## src/sv/watchdog_timed_unlock_prescaler_assert.svh

```systemverilog
// assertion macros for the watchdog timed unlock prescaler
// included by the top level; needs nothing else
`ifndef WATCHDOG_TIMED_UNLOCK_PRESCALER_ASSERT_SVH
`define WATCHDOG_TIMED_UNLOCK_PRESCALER_ASSERT_SVH

// condition implies consequence in the same cycle
`define WTUP_ASSERT_NOW(label, clk, rst, cond, cons) \
  label: assert property (@(posedge clk) disable iff (rst) (cond) |-> (cons)) \
    else $error("wtup: same-cycle check failed");

// condition implies consequence in the next cycle
`define WTUP_ASSERT_NEXT(label, clk, rst, cond, cons) \
  label: assert property (@(posedge clk) disable iff (rst) (cond) |=> (cons)) \
    else $error("wtup: next-cycle check failed");

`endif

```

## src/sv/wtup_pkg.sv

```systemverilog
// types and constants for the watchdog timed unlock prescaler
// no dependencies
package wtup_pkg;

  localparam int unsigned UNLOCK_CYCLES = 4;
  localparam int unsigned CNT_W         = 3;
  // bits above the highest selectable prescaler tap never matter
  localparam int unsigned PRESCALE_W    = 22;
  localparam int unsigned PRESCALE_LSB  = 14;

  localparam logic [CNT_W-1:0] UNLOCK_INIT = CNT_W'(UNLOCK_CYCLES);

  localparam int unsigned BIT_WDE  = 3;
  localparam int unsigned BIT_WDCE = 4;

  localparam logic [PRESCALE_W-1:0] PRESCALE_BASE = PRESCALE_W'(1) << PRESCALE_LSB;

  typedef struct packed {
    logic [7:0]  control_byte_seen;
    logic [7:0]  cpu_cycles;
    logic [15:0] elapsed_time;
  } in_item_t;

  typedef struct packed {
    logic [7:0] control_byte_value;
    logic       control_writeback;
    logic       illegal_change;
    logic       prescaler_advanced;
    logic       watchdog_reset;
  } out_item_t;

endpackage

```

## src/sv/watchdog_timed_unlock_prescaler.sv

```systemverilog
// watchdog with timed-sequence protected control byte and microsecond prescaler
// depends on wtup_pkg and watchdog_timed_unlock_prescaler_assert.svh

// One beat is accepted every cycle while the input is not stalled. A beat sits in
// the input register, where the protection rules, window countdown and prescaler add are
// evaluated against the stored state in a single pass; the result and the new
// state are registered together, so a result passes from the input register to the
// output register as the state updates, and the next beat sees the updated state immediately.
// Throughput is one beat per cycle, set by that single state update stage; a
// stall on the output holds both registers and back-pressures the input.
`include "watchdog_timed_unlock_prescaler_assert.svh"

module watchdog_timed_unlock_prescaler
  import wtup_pkg::*;
(
  input  logic      clk,
  input  logic      rst,
  input  logic      cfg_we,
  input  logic      cfg_wdata,
  input  logic      in_valid,
  output logic      in_stall,
  input  in_item_t  in_data,
  output logic      out_valid,
  input  logic      out_stall,
  output out_item_t out_data
);

  logic                  fuse;
  logic [7:0]            accepted_control, accepted_control_next;
  logic [CNT_W-1:0]      unlock_countdown, unlock_countdown_next;
  logic [7:0]            time_fraction, time_fraction_next;
  logic [PRESCALE_W-1:0] prescale_count, prescale_count_next;

  logic      s1_valid;
  in_item_t  s1;
  out_item_t res;
  logic      advance;

  logic             opened;
  logic [7:0]       ctl;
  logic [16:0]      total;
  logic [8:0]       whole;
  logic [PRESCALE_W-1:0] limit;

  assign advance  = s1_valid && (!out_valid || !out_stall);
  assign in_stall = s1_valid && !advance;

  always_ff @(posedge clk) begin
    if (rst) begin
      fuse <= 1'b0;
    end else if (cfg_we) begin
      fuse <= cfg_wdata;
    end
  end

  always_ff @(posedge clk) begin
    if (rst) begin
      s1_valid <= 1'b0;
    end else if (!in_stall) begin
      s1_valid <= in_valid;
    end
  end

  always_ff @(posedge clk) begin
    if (in_valid && !in_stall) begin
      s1 <= in_data;
    end
  end

  always_comb begin
    accepted_control_next = accepted_control;
    unlock_countdown_next = unlock_countdown;
    time_fraction_next    = time_fraction;
    prescale_count_next   = prescale_count;
    opened                = 1'b0;
    ctl                   = accepted_control;
    total                 = 17'(time_fraction) + 17'(s1.elapsed_time);
    whole                 = total[16:8];
    limit                 = PRESCALE_BASE << s1.control_byte_seen[2:0];
    res                   = '0;

    if (s1.cpu_cycles != 8'd0) begin
      ctl = s1.control_byte_seen;
      if (accepted_control != s1.control_byte_seen) begin
        priority if (accepted_control[BIT_WDCE]) begin
          // window open: take the change, keep change-enable set, force enable when the fuse is set
          ctl[BIT_WDCE] = 1'b1;
          if (fuse) begin
            ctl[BIT_WDE] = 1'b1;
          end
          accepted_control_next = ctl;
        end else if (s1.control_byte_seen[BIT_WDE] && s1.control_byte_seen[BIT_WDCE]) begin
          unlock_countdown_next           = UNLOCK_INIT;
          opened                          = 1'b1;
          accepted_control_next[BIT_WDCE] = 1'b1;
          ctl                             = accepted_control_next;
        end else begin
          // unauthorised change, restore the accepted value
          ctl                   = accepted_control;
          res.control_writeback = 1'b1;
        end
        res.illegal_change = (ctl != s1.control_byte_seen);
      end
      if (unlock_countdown_next != '0) begin
        if (!opened) begin
          unlock_countdown_next = (8'(unlock_countdown_next) > s1.cpu_cycles)
            ? unlock_countdown_next - CNT_W'(s1.cpu_cycles) : '0;
        end
        if (unlock_countdown_next == '0) begin
          ctl[BIT_WDCE]         = 1'b0;
          accepted_control_next = ctl;
          res.control_writeback = 1'b1;
        end
      end
    end

    limit = PRESCALE_BASE << ctl[2:0];
    if (!ctl[BIT_WDE]) begin
      prescale_count_next = '0;
    end else begin
      time_fraction_next = total[7:0];
      if (whole != 9'd0) begin
        prescale_count_next    = prescale_count + PRESCALE_W'(whole);
        res.prescaler_advanced = 1'b1;
        res.watchdog_reset     = |(prescale_count_next & limit);
      end
    end
    res.control_byte_value = ctl;
  end

  always_ff @(posedge clk) begin
    if (rst) begin
      accepted_control <= '0;
      unlock_countdown <= '0;
      time_fraction    <= '0;
      prescale_count   <= '0;
      out_valid        <= 1'b0;
    end else begin
      if (advance) begin
        accepted_control <= accepted_control_next;
        unlock_countdown <= unlock_countdown_next;
        time_fraction    <= time_fraction_next;
        prescale_count   <= prescale_count_next;
        out_valid        <= 1'b1;
      end else if (!out_stall) begin
        out_valid <= 1'b0;
      end
    end
  end

  always_ff @(posedge clk) begin
    if (advance) begin
      out_data <= res;
    end
  end

  // a reset request is only raised on a beat that advanced the prescaler
  `WTUP_ASSERT_NOW(a_reset_needs_advance, clk, rst,
    out_valid && out_data.watchdog_reset, out_data.prescaler_advanced)
  // a write-back never carries change-enable
  `WTUP_ASSERT_NOW(a_writeback_wdce_clear, clk, rst,
    out_valid && out_data.control_writeback, !out_data.control_byte_value[BIT_WDCE])
  // the window countdown never exceeds its load value
  `WTUP_ASSERT_NOW(a_countdown_bound, clk, rst,
    unlock_countdown != '0, unlock_countdown <= UNLOCK_INIT)
  // every beat leaving the input register lands in the output register
  `WTUP_ASSERT_NEXT(a_advance_lands, clk, rst, advance, out_valid)

endmodule

```

## config.mk

```make
export PLATFORM = sky130hd
export DESIGN_NAME = watchdog_timed_unlock_prescaler
export DESIGN_NICKNAME = d
export VERILOG_FILES = /design/src/sv/wtup_pkg.sv /design/src/sv/watchdog_timed_unlock_prescaler.sv
export VERILOG_INCLUDE_DIRS = /design/src /design/src/sv
export SDC_FILE = /design/constraint.sdc
export NUM_CORES = 1
export LEC_CHECK = 0
export BUFFER_PORTS_ARGS = -buffer_cell sky130_fd_sc_hd__buf_2
export CAP_MARGIN = 0
export CORE_MARGIN = 8
export CORE_UTILIZATION = 50
export DETAILED_ROUTE_END_ITERATION = 8
export PLACE_DENSITY = 0.81
export SLEW_MARGIN = 20
export SYNTH_ARGS = -nofsm -noshare
export SYNTH_HDL_FRONTEND = slang
export SYNTH_SLANG_ARGS = --single-unit
```

## constraint.sdc

```tcl
create_clock -name clk -period 11 [get_ports clk]
set_clock_uncertainty 0.1 [all_clocks]
set_input_delay 2.2 -clock clk [delete_from_list [all_inputs] [get_ports clk]]
set_output_delay 2.2 -clock clk [all_outputs]
set_load 0.02 [all_outputs]
```

==> impl_metrics.yaml <==
outcome:
  status: "finished clean"
yosys:
  syn_nets: 574
  synth.mux.area_fraction_pct: 3.59
  syn_area_per_cell_um2: 9.75
  synth_top_area_share_pct: 26.5
  seq_area_frac_synth_pct: 44.2
  netlist_top_cells_area: "edfxtp_1 27%, dfxtp_1 18%, ha_1 5.5%"
  netlist_instances: 511
  synth_top_family_by_area: "simple AND/OR/NAND/NOR gates"
  synthArstFlopShare_pct: 0
  post-synth-top-count-cell: "nand2_1"
  synth_seq_cells: 88
  synth_compound_area_share_pct: 16.8
  synth_xor_area_share_pct: 5.80
  synth_edf_count: 44
  synthAdderAreaFrac_pct: 6.73
  synth_cell_type_count: 65
  ys.flop_type: "edfxtp_1"
  synth-simple-area-share_pct: 18.2
  yosysWarnings: 0
  synth.top_cells.by_count: "47 x nand2_1, 44 x dfxtp_1, 44 x edfxtp_1"
  netlist_area_um2: 4980
  synth_area_leader_cell: "edfxtp_1"
job:
  drv_cap: 0
global_routing:
  antenna_found_initial: 0
  grt_use_total_pct: 16.4
  grt_max_degree: 46
  grt_pass1_wl_um: 18000
  grt_pass1_vias: 4016
  grt-ovfl-total: 0
power_and_ir_drop:
  total_power_uw: 625
  p_per_area_nw_per_um2: 114
  p_leak_nw: 2.08
  ir_drop_mv: 0.0844
detailed_routing:
  ant_nets: 0
  drt-wirelength-per-cell_um: 15.3
  drt_iter0_markers: 297
  dr.pass1.iters: 5
  drcViolationCount: 0
  vias_per_cell: 5.72
  via_count: 3935
  wl_um: 10500
critical_path:
  reg2reg_from: "s1[0]$_DFFE_PP_"
  cp_data_arrival_time_ps: 2690
  setup.worst_path.class: "in2out"
  setup.worst_path.end_class: "output pin"
  worstPathRequired_ps: 8700
  critPathMaxFanout: 3
  startpoint_type: "primary input"
  setup.worst_path.start: "out_stall"
floorplanning:
  die_y_um: 116
  core_area_um2: 9730
  die-area_um2: 13400
  start_util_pct: 51.2
  die_w_um: 116
  rows: 36
  io_pins: 52
placed_design:
  gp_congestion: 0.870
  place_ws_ps: 6000
  hpwl_um: 7670
  portBuffers: 51
  placed_cell_area_um2: 5300
clock_tree:
  cts_root_buf: "clkbuf_8"
  insertion_delay_ps: 370
  cts_buffer_depth: 2
  htree_levels: 3
  clkTransAtPathRegs_ps: 80
  cts_resized: 0
  hold_buffers: 0
  cts_buffers: 9
  cts_tree: "built"
  clock_sinks: 88
  cts_setup_buffers: 0
finish:
  drive_gt1_share_pct: 15.7
  antennaDiodeCount: 0
  design_area_um2: 5470
  syn2layout_area_growth_pct: 9.74
  nets: 613
timing:
  timing.fmax_mhz: 200
  hold_viol_final: 0
  slew_viol_final: 0
  min_period_ps: 4990
  fin_ws_ps: 6010
  finalCritPeriodShare_pct: 45.4
  slew_headroom_pct: 27.8
  max_slew.worst_pin.slew_ps: 1060
  rsz0062_at_grt: "no"
  tns_ps: 0
  hold_ws_ps: 389
  setup_viol: 0
worst_hold_path:
  hold_path_class: "reg2reg"
  hold_path_startpoint: "prescale_count[6]$_SDFFE_PP0P_"
-- kinds of logic (layout without fill, tap and decap cells) --
group                      Yosys count  in the layout
AOI/OAI and AO/OA                  121            121
xor gates and xnor gates            33             33
adders and majority gates           25             25
buffers and inverters               53             97
DFF                                 88             88
muxes                               16             16
and+or+nand+nor                    175            175
-- through the flow --
| step | cells | utilization [%] |
|---|---|---|
| 2_1_floorplan | 511 | - |
| 3_3_place_gp | 672 | 54.4 |
| 3_5_place_dp | 672 | 54.4 |
| 4_1_cts | 688 | 56.2 |
| 5_1_grt | 688 | 56.2 |
| 6_report | 688 | 56.2 |
-- where the power goes --
group / internal [mW] / leakage (nW) / total (mW) / switching [mW]
registers: 0.356 / 0.778 / 0.364 / 0.00875
clock network: 0.0880 / 0.0834 / 0.204 / 0.116
logic: 0.0223 / 1.22 / 0.0570 / 0.0347
total: 0.466 / 2.08 / 0.625 / 0.159
-- critical path, cell delays in order --
cell and delay, ps:
buf_2 90, and3_1 210, buf_2 190
-- cells in the final DEF, fill, tap and decap left out, types with 12 or more instances in the layout --
cell type	count
dfxtp_1	44
inv_1	28
xor2_1	19
xnor2_1	14
nand2_1	47
ha_1	22
nor2_1	33
nand3_1	21
nand4_1	12
buf_2	51
edfxtp_1	44
a21oi_1	36
-- state kept, by name (all words and copies together), names as in the netlist --
name              flops
s1_valid              1
out_data             12
fuse                  1
out_valid             1
s1                   32
time_fraction         8
prescale_count       22
accepted_control      8
unlock_countdown      3
-- layer usage --
layer | GRT usage [%] | part of all wire, % | wire (um) | up-vias
li1 | - | - | - | 1953
met1 | 18.6 | 43 | 4520 | 1880
met2 | 29.4 | 51 | 5400 | 86
met3 | 3.18 | 4.3 | 452 | 16
met4 | 7.00 | 1.6 | 167 | 0
met5 | 0 | 0 | 0 | -
-- worst paths after layout --
kind,to,slack (ps),cells past startpoint
setup / recovery,in_stall,6010,3
hold / removal,prescale_count[6]$_SDFFE_PP0P_,390,2
setup reg to reg,out_data[0]$_SDFFCE_PN0P_,6610,16
hold reg to reg,prescale_count[6]$_SDFFE_PP0P_,390,2
-- final cells by class --
type | count | area (um2)
multi-input combinational | 370 | 2550
tap | 133 | 166
fill | 875 | 4260
clock inverter | 5 | 32.5
inverter | 28 | 105
sequential | 88 | 2200
timing repair buffer | 53 | 270
clock buffer | 11 | 141
(Power assumes the default switching activity.)
